$ cat config.mk
export PLATFORM = sky130hd
export DESIGN_NAME = sha256_stream_hasher
export DESIGN_NICKNAME = d
export VERILOG_FILES = /design/src/rtl/sha_pkg.sv /design/src/rtl/sha_core.sv /design/src/rtl/sha256_stream_hasher.sv
export SDC_FILE = /design/constraint.sdc
export NUM_CORES = 2
export LEC_CHECK = 0
export ABC_CLOCK_PERIOD_IN_PS = 20400
export BUFFER_PORTS_ARGS = -buffer_cell sky130_fd_sc_hd__clkbuf_2
export CORE_ASPECT_RATIO = 0.8
export CORE_MARGIN = 1
export CORE_UTILIZATION = 57
export CTS_BUF_LIST = sky130_fd_sc_hd__clkbuf_8
export DETAILED_ROUTE_END_ITERATION = 6
export PLACE_DENSITY = 0.73
export SETUP_SLACK_MARGIN = 0.4
export SYNTH_ARGS = -nofsm -noshare
export SYNTH_HDL_FRONTEND = slang
export SYNTH_HIERARCHICAL = 1
export SYNTH_SLANG_ARGS = --single-unit
$ cat constraint.sdc
create_clock -name clk -period 20.4 [get_ports clk]
set_clock_uncertainty 0.1 [all_clocks]
set_input_delay 2.04 -clock clk [delete_from_list [all_inputs] [get_ports clk]]
set_output_delay 2.04 -clock clk [all_outputs]
set_load 0.03 [all_outputs]
$ cat src/rtl/sha_pkg.sv
// shared constants and round functions for the sha256 stream hasher
// no dependencies
`timescale 1ns / 1ps
package sha_pkg;
    localparam int BlockBytes = 64;
    localparam int LenPos = 56;
    localparam int Rounds = 64;
    localparam logic [7:0] PadByte = 8'h80;

    localparam logic [31:0] InitH [8] = '{
        32'h6a09e667, 32'hbb67ae85, 32'h3c6ef372, 32'ha54ff53a,
        32'h510e527f, 32'h9b05688c, 32'h1f83d9ab, 32'h5be0cd19};

    localparam logic [31:0] RoundK [64] = '{
        32'h428a2f98, 32'h71374491, 32'hb5c0fbcf, 32'he9b5dba5, 32'h3956c25b,
        32'h59f111f1, 32'h923f82a4, 32'hab1c5ed5, 32'hd807aa98, 32'h12835b01,
        32'h243185be, 32'h550c7dc3, 32'h72be5d74, 32'h80deb1fe, 32'h9bdc06a7,
        32'hc19bf174, 32'he49b69c1, 32'hefbe4786, 32'h0fc19dc6, 32'h240ca1cc,
        32'h2de92c6f, 32'h4a7484aa, 32'h5cb0a9dc, 32'h76f988da, 32'h983e5152,
        32'ha831c66d, 32'hb00327c8, 32'hbf597fc7, 32'hc6e00bf3, 32'hd5a79147,
        32'h06ca6351, 32'h14292967, 32'h27b70a85, 32'h2e1b2138, 32'h4d2c6dfc,
        32'h53380d13, 32'h650a7354, 32'h766a0abb, 32'h81c2c92e, 32'h92722c85,
        32'ha2bfe8a1, 32'ha81a664b, 32'hc24b8b70, 32'hc76c51a3, 32'hd192e819,
        32'hd6990624, 32'hf40e3585, 32'h106aa070, 32'h19a4c116, 32'h1e376c08,
        32'h2748774c, 32'h34b0bcb5, 32'h391c0cb3, 32'h4ed8aa4a, 32'h5b9cca4f,
        32'h682e6ff3, 32'h748f82ee, 32'h78a5636f, 32'h84c87814, 32'h8cc70208,
        32'h90befffa, 32'ha4506ceb, 32'hbef9a3f7, 32'hc67178f2};

    typedef logic [31:0] word_t;

    // control from the sequencer to the compression core
    typedef struct packed {
        logic       start;
        logic       reinit;
    } core_ctl_t;

    function automatic word_t rotr(input word_t x, input int n);
        rotr = (x >> n) | (x << (32 - n));
    endfunction

    function automatic word_t ssig0(input word_t x);
        ssig0 = rotr(x, 7) ^ rotr(x, 18) ^ (x >> 3);
    endfunction

    function automatic word_t ssig1(input word_t x);
        ssig1 = rotr(x, 17) ^ rotr(x, 19) ^ (x >> 10);
    endfunction

    function automatic word_t bsig0(input word_t x);
        bsig0 = rotr(x, 2) ^ rotr(x, 13) ^ rotr(x, 22);
    endfunction

    function automatic word_t bsig1(input word_t x);
        bsig1 = rotr(x, 6) ^ rotr(x, 11) ^ rotr(x, 25);
    endfunction
endpackage

$ cat src/rtl/sha_core.sv
// compression core: block words in a memory, 64 rounds, feed-forward of the chaining words
// depends on sha_pkg
`timescale 1ns / 1ps
module sha_core (
    input  logic               clk,
    input  logic               rst_n,
    input  sha_pkg::core_ctl_t ctl,
    // block word write port from the sequencer
    input  logic               wr_en,
    input  logic [3:0]         wr_addr,
    input  sha_pkg::word_t     wr_data,
    output logic               busy,
    output sha_pkg::word_t     hash_out [8]
);
    import sha_pkg::*;

    typedef enum logic [1:0] {S_IDLE, S_PRIME, S_ROUND, S_FOLD} state_t;

    // schedule window memory: 16 words, the rolling w[t mod 16]
    word_t w_mem [16];
    word_t rd_a_reg, rd_b_reg, rd_c_reg;   // w[t-15], w[t-7], w[t-2] slots
    word_t w16_reg;                         // w[t-16] slot, or w[t] itself below 16; prime reads w[0]

    state_t      state_reg;
    logic [6:0]  t_reg;
    word_t       h_reg [8];
    word_t       v_reg [8];
    word_t       w_cur;
    logic [3:0]  slot;
    logic [3:0]  ra, rb, rc, rd;

    assign busy = (state_reg != S_IDLE);
    assign hash_out = h_reg;
    assign slot = t_reg[3:0];

    // reads for the word used at round t+1
    assign ra = slot + 4'd2;   // (t+1)-15
    assign rb = slot + 4'd10;  // (t+1)-7
    assign rc = slot + 4'd15;  // (t+1)-2
    assign rd = slot + 4'd1;   // (t+1)-16, or w[t+1] itself below 16

    // current round word: raw for t<16, expanded otherwise
    always_comb
    begin
        if (t_reg < 7'd16)
            w_cur = w16_reg;
        else
            w_cur = ssig1(rd_c_reg) + rd_b_reg + ssig0(rd_a_reg) + w16_reg;
    end

    // rc points at w[t-1], written at the end of the previous round, so the read sees it
    word_t c_fwd;
    always_ff @(posedge clk)
    begin
        if (wr_en && !busy)
            w_mem[wr_addr] <= wr_data;
        else if (state_reg == S_ROUND)
            w_mem[slot] <= w_cur;
        rd_a_reg <= w_mem[ra];
        rd_b_reg <= w_mem[rb];
        c_fwd    <= w_mem[rc];
        w16_reg  <= (state_reg == S_ROUND) ? w_mem[rd] : w_mem[4'd0];
    end
    assign rd_c_reg = c_fwd;

    word_t x1, x2;
    always_comb
    begin
        x1 = v_reg[7] + bsig1(v_reg[4]) + ((v_reg[4] & v_reg[5]) ^ (~v_reg[4] & v_reg[6]))
             + RoundK[t_reg[5:0]] + w_cur;
        x2 = bsig0(v_reg[0]) + ((v_reg[0] & v_reg[1]) ^ (v_reg[0] & v_reg[2])
             ^ (v_reg[1] & v_reg[2]));
    end

    always_ff @(posedge clk or negedge rst_n)
    begin
        if (!rst_n)
        begin
            state_reg <= S_IDLE;
            t_reg <= '0;
            for (int i = 0; i < 8; i++)
            begin
                h_reg[i] <= InitH[i];
                v_reg[i] <= '0;
            end
        end
        else
        begin
            case (state_reg)
                S_IDLE:
                begin
                    if (ctl.reinit)
                        for (int i = 0; i < 8; i++)
                            h_reg[i] <= InitH[i];
                    if (ctl.start)
                    begin
                        state_reg <= S_PRIME;
                        t_reg <= '0;
                    end
                end
                S_PRIME:
                begin
                    v_reg <= h_reg;
                    state_reg <= S_ROUND;
                end
                S_ROUND:
                begin
                    v_reg[7] <= v_reg[6];
                    v_reg[6] <= v_reg[5];
                    v_reg[5] <= v_reg[4];
                    v_reg[4] <= v_reg[3] + x1;
                    v_reg[3] <= v_reg[2];
                    v_reg[2] <= v_reg[1];
                    v_reg[1] <= v_reg[0];
                    v_reg[0] <= x1 + x2;
                    t_reg <= t_reg + 7'd1;
                    if (t_reg == 7'(Rounds - 1))
                        state_reg <= S_FOLD;
                end
                S_FOLD:
                begin
                    for (int i = 0; i < 8; i++)
                        h_reg[i] <= h_reg[i] + v_reg[i];
                    state_reg <= S_IDLE;
                end
                default: state_reg <= S_IDLE;
            endcase
        end
    end
endmodule

$ cat src/rtl/sha256_stream_hasher.sv
// streaming sha-256 hasher top level: byte packing, padding sequencer, digest output
// depends on sha_pkg and sha_core
//
// usage:
//  - in channel (in_valid/in_ready, op, data_byte): op 0 absorbs one message
//    byte, op 1 finishes the message and requests the digest
//  - out channel (out_valid/out_ready, digest_word, word_index, last): eight
//    words, index 0 first, last set on index 7
//  - bytes are taken while in_ready is high; after every 64th byte in_ready
//    stays low for the start, load, 64 rounds and fold on the round unit
//  - finish: padding is written one word per cycle, then compressed, twice
//    when the padding needs a second block; the first word is valid once
//    the last compression is done, then the eight words go one per
//    accepted out request
//  - the round count over the schedule memory sets the throughput, since no
//    byte is taken while a block is being compressed
//  - reset loads the initial hash values, empties the block and length
//  - a stalled receiver holds the current digest word; no new request is
//    taken until all eight words are delivered
`timescale 1ns / 1ps
module sha256_stream_hasher (
    input  logic        clk,
    input  logic        rst_n,
    input  logic        in_valid,
    output logic        in_ready,
    input  logic        op,
    input  logic [7:0]  data_byte,
    output logic        out_valid,
    input  logic        out_ready,
    output logic [31:0] digest_word,
    output logic [2:0]  word_index,
    output logic        last
);
    import sha_pkg::*;

    typedef enum logic [2:0] {S_ABSORB, S_WAITC, S_PAD, S_WAITF, S_EMIT} state_t;

    state_t      state_reg;
    logic [5:0]  fill_reg;
    logic [63:0] len_reg;
    logic [23:0] pack_reg;      // earlier bytes of the current word
    logic [3:0]  pad_w_reg;     // word slot being padded
    logic        second_reg;    // padding needs a second block
    logic [2:0]  idx_reg;
    logic        start_q_reg;
    core_ctl_t   ctl;
    logic        wr_en;
    logic [3:0]  wr_addr;
    word_t       wr_data;
    logic        busy;
    word_t       hash_out [8];
    word_t       pad_word;
    word_t       part_word;
    logic        in_acc;

    sha_core u_core (
        .clk(clk), .rst_n(rst_n), .ctl(ctl), .wr_en(wr_en), .wr_addr(wr_addr),
        .wr_data(wr_data), .busy(busy), .hash_out(hash_out));

    assign in_acc = in_valid && in_ready;
    assign in_ready = (state_reg == S_ABSORB) && !busy && !start_q_reg;
    assign out_valid = (state_reg == S_EMIT);
    assign digest_word = hash_out[idx_reg];
    assign word_index = idx_reg;
    assign last = (idx_reg == 3'd7);

    // padding word for slot pad_w_reg: partial data, 0x80, zeros, length
    always_comb
    begin
        case (fill_reg[1:0])
            2'd1: part_word = {pack_reg[7:0], 24'h000000};
            2'd2: part_word = {pack_reg[15:0], 16'h0000};
            2'd3: part_word = {pack_reg[23:0], 8'h00};
            default: part_word = '0;
        endcase
        pad_word = '0;
        if (!second_reg && pad_w_reg == fill_reg[5:2])
        begin
            pad_word = part_word;
            pad_word[31 - 8*fill_reg[1:0] -: 8] = PadByte;
        end
        if (pad_w_reg == 4'd14 && (second_reg || fill_reg < 6'(LenPos)))
            pad_word = len_reg[63:32];
        if (pad_w_reg == 4'd15 && (second_reg || fill_reg < 6'(LenPos)))
            pad_word = len_reg[31:0];
    end

    always_comb
    begin
        wr_en = 1'b0;
        wr_addr = fill_reg[5:2];
        wr_data = {pack_reg, data_byte};
        if (in_acc && !op && fill_reg[1:0] == 2'd3)
            wr_en = 1'b1;
        if (state_reg == S_PAD)
        begin
            // full data words below the partial one are already in place
            wr_en = second_reg || (pad_w_reg >= fill_reg[5:2]);
            wr_addr = pad_w_reg;
            wr_data = pad_word;
        end
        ctl.start = start_q_reg;
        ctl.reinit = (state_reg == S_EMIT) && out_ready && last;
    end

    always_ff @(posedge clk or negedge rst_n)
    begin
        if (!rst_n)
        begin
            state_reg <= S_ABSORB;
            fill_reg <= '0;
            len_reg <= '0;
            pack_reg <= '0;
            pad_w_reg <= '0;
            second_reg <= 1'b0;
            idx_reg <= '0;
            start_q_reg <= 1'b0;
        end
        else
        begin
            start_q_reg <= 1'b0;
            case (state_reg)
                S_ABSORB:
                begin
                    if (in_acc && !op)
                    begin
                        fill_reg <= fill_reg + 6'd1;
                        pack_reg <= {pack_reg[15:0], data_byte};
                        if (fill_reg == 6'd63)
                        begin
                            len_reg <= len_reg + 64'd512;
                            start_q_reg <= 1'b1;
                        end
                    end
                    else if (in_acc)
                    begin
                        len_reg <= len_reg + {55'd0, fill_reg, 3'd0};
                        pad_w_reg <= '0;
                        second_reg <= 1'b0;
                        state_reg <= S_PAD;
                    end
                end
                S_PAD:
                begin
                    pad_w_reg <= pad_w_reg + 4'd1;
                    if (pad_w_reg == 4'd15)
                    begin
                        start_q_reg <= 1'b1;
                        state_reg <= S_WAITF;
                    end
                end
                S_WAITF:
                begin
                    if (!busy && !start_q_reg)
                    begin
                        if (!second_reg && fill_reg >= 6'(LenPos))
                        begin
                            second_reg <= 1'b1;
                            pad_w_reg <= '0;
                            state_reg <= S_PAD;
                        end
                        else
                        begin
                            idx_reg <= '0;
                            state_reg <= S_EMIT;
                        end
                    end
                end
                S_EMIT:
                begin
                    if (out_ready)
                    begin
                        idx_reg <= idx_reg + 3'd1;
                        if (last)
                        begin
                            fill_reg <= '0;
                            len_reg <= '0;
                            state_reg <= S_ABSORB;
                        end
                    end
                end
                default: state_reg <= S_ABSORB;
            endcase
        end
    end
endmodule

# [Yosys cells after proc, flatten, opt, wreduce, memory -nomap -nowiden]
# Memory sizes are Yosys's and may differ from the RTL's. A register that Yosys moved wholly into a read port is not among the register bits.
# Cells that the tools add are included.
[op_classes] shifts=2 reduce_logical=40 div=0 muxes=68 mul=0 n_bitwise=29 order_cmp=6 addsub=30 eq_ne=29
[ops] op="$pmux 256 s2" count=2
[ops] op="$add 32x32->32" count=18
[ops] op="$mux 32" count=11
[ops] op="$mux 64" count=5
[ops] op="$xor 32x32->32" count=9
[ops] op="$mux 256" count=1
[ops] op="$and 32x32->32" count=5
[ops] op="$pmux 64 s2" count=1
[ops] op="$bmux 32 s3" count=1
[ops] op="$pmux 32 s3" count=1
[ops] op="$add 64x10->64 const B" count=1
[ops] op="$add 64x9->64" count=1
[ops] op="$shift 8x34->39 const A" count=1
[ops] op="$shiftx 8x34->39 const A" count=1
[ops] op="$neg 32->34" count=1
[ops] op="$bwmux 32" count=1
[ops] op="$not 32->32" count=1
[ops] op="$or 10x32->32" count=1
[ops] op="$or 13x32->32" count=1
[ops] op="$or 14x32->32" count=1
[ops] op="$or 15x32->32" count=1
[ops] op="$or 19x32->32" count=1
[ops] op="$or 21x32->32" count=1
[ops] op="$or 25x32->32" count=1
[ops] op="other kinds (56)" count=136
[totals] latch_bits=0 ff_bits=659 n_memories=2 in_bits=13 output_inout_bits=38 wordCells=233 ramBits=512 rom_bits=2048
[memory_table] name="(no name shown)" depth=64 word_bits=32 rd=1 rd_clocked_by_memory_dff=0 write_ports=0 line_no="sha_core.sv:70" source="+ RoundK[t_reg[5:0]] + w_cur;"
[memory_table] name="u_core.w_mem" depth=16 word_bits=32 rd=5 rd_clocked_by_memory_dff=3 write_ports=1 line_no="sha_core.sv:20" source="word_t w_mem [16];"

# [Logic depth before layout (Yosys ltp)]
[depth] depth_word=14 ltp_mapped=48 mapped_depth_nobuf=48

# [Cells and area by module]
# Netlist, hierarchy kept.
[by_module_without_submodules] module="sha_core" seq_area_each_um2=31144.9 cells_per_inst=7173 n_inst=1 area_each_um2=80070.5
[by_module_without_submodules] module="sha256_stream_hasher" seq_area_each_um2=2577.5 cells_per_inst=865 n_inst=1 area_each_um2=8428.1

# [Worst setup path after synthesis]
# OpenSTA, ideal clock, no wires.
[synth_path] kind="flip-flop to flip-flop" from="register u_core.t_reg[0]" to="register u_core/v_reg[253] (netlist name)" period_less_slack_ps=9299 t_required_ps=20223 arrival_time_ps=9122 path_slack_ps=11101 setup_ps=77 stages_incl_launch_ff=41 path_buffers=8 path_cell_list="dfrtp_1 > clkbuf_1 > buf_2 > clkbuf_1 > clkbuf_1 > clkinv_1 > ha_1 > clkbuf_1 > buf_1 > clkbuf_1 > clkbuf_1 > nor2_1 > a32oi_1 > o21ai_0 > a211oi_1 > a21oi_1 > fa_1 > ha_1 > [5 not listed] > o31ai_1 > o21a_1 > nor2_1 > o21bai_1 > a21oi_1 > xnor2_1 > inv_1 > fa_1 > inv_1 > ha_1 > nand3_1 > nor2_1 > a211oi_1 > o211ai_1 > a41oi_1 > xnor2_1 > mux2i_1 > a21oi_1"
[synth_between] elab_chain_len=8 elab_cells_between_ends=10 cone_classes="3 x add/sub; 1 x order compare; 4 x mux; 1 x bitwise; 1 x memory"
[synth_lines] element="start: declaration" line_no="sha_core.sv:25" source="logic [6:0] t_reg;"
[synth_lines] element="start signal: assignment" line_no="sha_core.sv:116" source="t_reg <= t_reg + 7'd1;"
[synth_lines] element="$not 6->7 (implied by the code)" line_no="sha_core.sv:70"
[synth_lines] element="$mem_v2 64x32"
[synth_lines] element="$mux 32 (implied by the code) (2 in series)" line_no="sha_core.sv:70"
[synth_lines] element="$add 32x32->32" line_no="sha_core.sv:70"
[synth_lines] element="$add 32x32->32 (*)" line_no="sha_core.sv:70"
[synth_lines] element="$add 32x32->32 (*)" line_no="sha_core.sv:115" source="v_reg[0] <= x1 + x2;"
[synth_lines] element="$pmux 256 s2 (*)" line_no="sha_core.sv:89" source="case (state_reg)"
[synth_lines] element="end signal: assignment" line_no="sha_core.sv:103" source="v_reg <= h_reg;"
[synth_lines] element="end: declaration" line_no="sha_core.sv:27" source="word_t v_reg [8];"
# Mark *: on every way between the ends. The rest lies on a longest branch, timed or not. The select of a mux whose other input is x is not followed.
# A chain may end at the register's enable or synchronous reset.

# [Worst setup path after layout]
[layout_path] from="register u_core.c_fwd[18], read port of u_core.w_mem" to="register u_core/v_reg[253] (netlist name)"
[layout_between] elab_chain_len=10
[layout_lines] element="start: declaration" line_no="sha_core.sv:52" source="word_t c_fwd;"
[layout_lines] element="$or 15x32->32" line_no="sha_pkg.sv:38" source="rotr = (x >> n) | (x << (32 - n));"
[layout_lines] element="$xor 32x32->32" line_no="sha_pkg.sv:46" source="ssig1 = rotr(x, 17) ^ rotr(x, 19) ^ (x >> 10);"
[layout_lines] element="$xor 32x22->32 (*)" line_no="sha_pkg.sv:46"
[layout_lines] element="$add 32x32->32 (*) (3 in series)" line_no="sha_core.sv:48" source="w_cur = ssig1(rd_c_reg) + rd_b_reg + ssig0(rd_a_reg) + w16_reg;"
[layout_lines] element="$mux 32 (*)" line_no="sha_core.sv:45" source="if (t_reg < 7'd16)"
[layout_lines] element="$add 32x32->32 (*)" line_no="sha_core.sv:70"
[layout_lines] element="$add 32x32->32 (*)" line_no="sha_core.sv:115"
[layout_lines] element="$pmux 256 s2 (*)" line_no="sha_core.sv:89"
# Mark *: on every way between the ends. The rest lies on a longest branch, timed or not.

==> results.md <==
Synth:
- The flip-flop and latch count after synthesis is around 1,300.
- Sorting the synthesized cells by area gives the leading types as sky130_fd_sc_hd__edfxtp_1, sky130_fd_sc_hd__mux4_2, sky130_fd_sc_hd__dfrtp_1.
- The proportion of synthesized flip-flops having asynchronous set or reset is 0.494.
- The synthesis warning total is 6.
- The area share of the leading cell type in the synthesized netlist is 0.174.
- Counting distinct cell types in the post-synthesis netlist gives roughly 100.
- sky130_fd_sc_hd__edfxtp_1 takes more of the synthesized area than any other cell.
- The sequential share of the synthesized area is 0.381.
- The number of nets in the synthesized netlist is 8,671.
- Counting every instance in the synthesized netlist gives around 8,000.
- The total standard cell area after synthesis is a little under 0.09 mm^2.
- The number of flops mapped to enable cells by yosys is 512.
- The most instantiated flip-flop cell in the synthesis netlist is sky130_fd_sc_hd__edfxtp_1.
- Dividing the synthesized area by the synthesized cell count gives roughly 11 um^2.

Finish:
- The proportion of layout cells with a drive suffix above 1 is 0.171.
- The area taken by flip-flops and latches is roughly 0.034 mm^2.
- In the layout the commonest cells are sky130_fd_sc_hd__a21oi_1, sky130_fd_sc_hd__nor2_1, sky130_fd_sc_hd__mux4_2.
- The layout net count is between 8,000 and 9,000.
- The area growth from synthesis to layout is 7.37%.
- The layout has 12,000 filler cells.
- The library cell used most frequently in the layout, excluding fill and tap cells, is sky130_fd_sc_hd__a21oi_1.
- The area taken by multi-input logic gates is roughly 0.052 mm^2.
- The flip-flop count of the largest register after layout is slightly above 500.
- The share of the core filled with cells in the final layout is 0.621.

Timing:
- The final period demand of the worst path is roughly 11 ns.
- The max-slew headroom at the worst pin is 0.0611.
- The final max-slew violation count is 0.
- Static timing analysis puts the maximum clock frequency at 0.0896 GHz.
- At the pin with the least slew margin, the transition time is around 1.4 ns.
- The final cycle utilization of the critical path is 0.547.
- The hold violation total from the final report is 0.
- Setup repair after global routing left no endpoint under its margin.
- The total negative setup slack is 0 ns.
- Setup violations remaining at the end of the flow were counted as 0.

Clock network:
- After clock tree synthesis, the setup repair step added 0 buffers.
- The clock tree synthesis step divided the H-tree into 4 levels.
- The number of hold buffers added after cts is 0.
- The clock tree buffer depth is 3.
- Counting every sink on the clock net gives ~1,300.
- Clock latency on the worst-skew pair, taken at its later pin, is between 1 and 1.5 ns.
- The clock-pin slew on the worst setup and hold paths is 0.06 ns.
- The post-cts repair resize count is 0.
- The clock tree from TritonCTS is done.
- The root buffer cell is sky130_fd_sc_hd__clkbuf_8.
- In this run, CTS created clock tree buffers numbering 204.

Drt:
- The detailed router's first-iteration violation count is 10,400.
- The met2 wire length is 119,000 um.
- The number of antenna-violating nets in the routed design is 0.
- The highest metal layer with signal wires is met5.
- Detailed routing inserted a total of 69,400 vias.
- Before antenna repair, the detailed router went through 6 iterations.
- After detailed routing, the wire length on met1 is around 120,000 um.
- The number of vias per cell is 6.84.
- After detailed routing, the average wire length per cell comes to around 29 um.
- The overall routed net length is approximately 300,000 um.
- The remaining design rule violation count is 0.
- Wire segments on met3 add up to 41,600 um in the final route.

Run:
- The count of max-cap constraint violations is 0.

Floorplanning:
- The floorplan step defined a die boundary enclosing 0.157 mm^2.
- The standard cell core area is between 0.15 and 0.2 mm^2.
- The die outline height is between 300 and 400 um.
- The I/O pin count is 51.
- In this run the horizontal extent of the chip is ~440 um.
- The effective utilization at floorplan is 0.578.
- The initialized floorplan defines approximately 130 standard-cell rows.

Global routing:
- The first-pass GRT wire length is between 400,000 and 500,000 um.
- The number of global-route vias before repair came to roughly 65,000.
- In the global route stage, overall resource usage came out at 0.369.
- Summed over all layers, the global routing overflow is 0.
- The number of antenna violations at the first check in global routing is 8.
- The maximum number of pins on one net before global-route repair is about 150.

Setup path:
- The launching instance or port of the critical path is u_core/c_fwd[18].
- For this run, the slowest stage of the critical path takes roughly 0.63 ns.
- The critical path class is flop to flop.
- The sort of element at the end of the critical path is a flop.
- Together, buffers and inverters on the worst path number 7.
- The largest individual stage delay along the critical path comes from the cell sky130_fd_sc_hd__a211oi_1.
- The worst setup path is launched from a flop.
- In this run the worst path has a maximum fanout of 4.
- For the worst setup path, the data arrival time is 11.95 ns.
- The required time at the worst-slack endpoint is around 21 ns.
- The critical path's top delay family is compound AO/OA/AOI/OAI gates.
- The startpoint of the worst register-to-register path is u_core/c_fwd[18].

Hold path:
- The min-delay analysis places its worst path in the category flop to flop.
- The startpoint of the tightest hold check path is pack_reg[23].

Outcome:
- The run finished with clean final reports.

Pwr:
- For this design the static power due to leakage is just over 40 nW.
- IR analysis of the VDD net gives a maximum drop of 0.0646 mV.
- The power density over the cells is 52.1 mW/mm^2.

Placed design:
- Detailed placement finished with a half-perimeter wire length of between 200,000 and 250,000 um.
- Routability-driven placement finished with a final weighted congestion of a little over 1.
- The number of buffers added on ports is 50.
[cells in the mapped netlist, types with 89 or more instances]
library cell               instances
sky130_fd_sc_hd__mux2_2          130
sky130_fd_sc_hd__dfrtp_1         488
sky130_fd_sc_hd__fa_1            196
sky130_fd_sc_hd__dfxtp_1         128
sky130_fd_sc_hd__a21o_1          196
sky130_fd_sc_hd__dfstp_2         136
sky130_fd_sc_hd__xnor2_1         384
sky130_fd_sc_hd__edfxtp_1        512
sky130_fd_sc_hd__nor2_1          696
sky130_fd_sc_hd__inv_1           431
sky130_fd_sc_hd__mux2i_1         268
sky130_fd_sc_hd__a21oi_1         776
sky130_fd_sc_hd__mux4_2          565
sky130_fd_sc_hd__clkbuf_1        364
sky130_fd_sc_hd__xor2_1          210
sky130_fd_sc_hd__nand2_1         438
sky130_fd_sc_hd__ha_1            424
sky130_fd_sc_hd__o21ai_0         439
sky130_fd_sc_hd__nor3_1           89
sky130_fd_sc_hd__nand3_1         101
[layout make-up]
cell class | instances | area share
antenna | 3 | 0.0000790
clock inverter | 138 | 0.00855
sequential | 1264 | 0.355
timing repair buffer | 172 | 0.0130
inverter | 434 | 0.0171
multi-input combinational | 5871 | 0.544
tap | 2015 | 0.0265
clock buffer | 248 | 0.0359
[worst reg2reg max path: cells and delay by family (launching register included)]
| kind | cells | cell delay (ns) |
|---|---|---|
| AO/OA/AOI/OAI | 13 | 4.29 |
| XOR/XNOR | 4 | 0.65 |
| adder cells (fa/ha/maj) | 10 | 3.81 |
| buffers and inverters | 7 | 0.45 |
| flip-flops | 1 | 0.44 |
| multiplexers | 1 | 0.09 |
| AND/OR/NAND/NOR | 6 | 1.21 |
[through the flow]
step / power (mW) / cells / setup slack [ns] / hold slack [ns] / area (um^2)
5_1_grt: 5.08 / 10100 / 8.83 / 0.441 / 95000
3_3_place_gp: 2.71 / 9755 / 9.63 / 0.394 / 90800
6_report: 4.95 / 10100 / 9.24 / 0.423 / 95000
3_5_place_dp: 2.71 / 9755 / 9.58 / 0.411 / 90800
4_1_cts: 4.98 / 10100 / 9.48 / 0.425 / 95000
2_1_floorplan: 2.68 / 8038 / 11.10 / 0.367 / 88500
[layer usage]
layer | global-route usage | vias up
met4 | 0.0904 | 10
met5 | 0 | -
met1 | 0.559 | 34800
met3 | 0.126 | 478
met2 | 0.504 | 4471
li1 | - | 29600
[worst paths after layout]
path	end	slack, ns	cells past startpoint
max in group asynchronous	u_core/v_reg[116]	15.37	5
setup reg to reg	u_core/v_reg[253]	9.24	41
hold reg to reg	pack_reg[23]	0.42	2
setup / recovery	u_core/v_reg[253]	9.24	41
min in group asynchronous	len_reg[43]	1.02	1
hold / removal	pack_reg[23]	0.42	2
[report_power, final]
group          internal [mW]  leakage, nW  switching [mW]
Clock                   1.16         2.46            1.13
Combinational        0.00264         24.8          0.0281
Sequential              2.63         13.3               0
[logic make-up after synthesis]
group	after synthesis	synth area share
adder cells (fa/ha/maj)	622	0.105
multiplexers	963	0.191
flip-flops	1264	0.381
AO/OA/AOI/OAI	2007	0.140
AND/OR/NAND/NOR	1685	0.0866
XOR/XNOR	594	0.0588
buffers and inverters	903	0.0387
(Power assumes the default switching activity.)
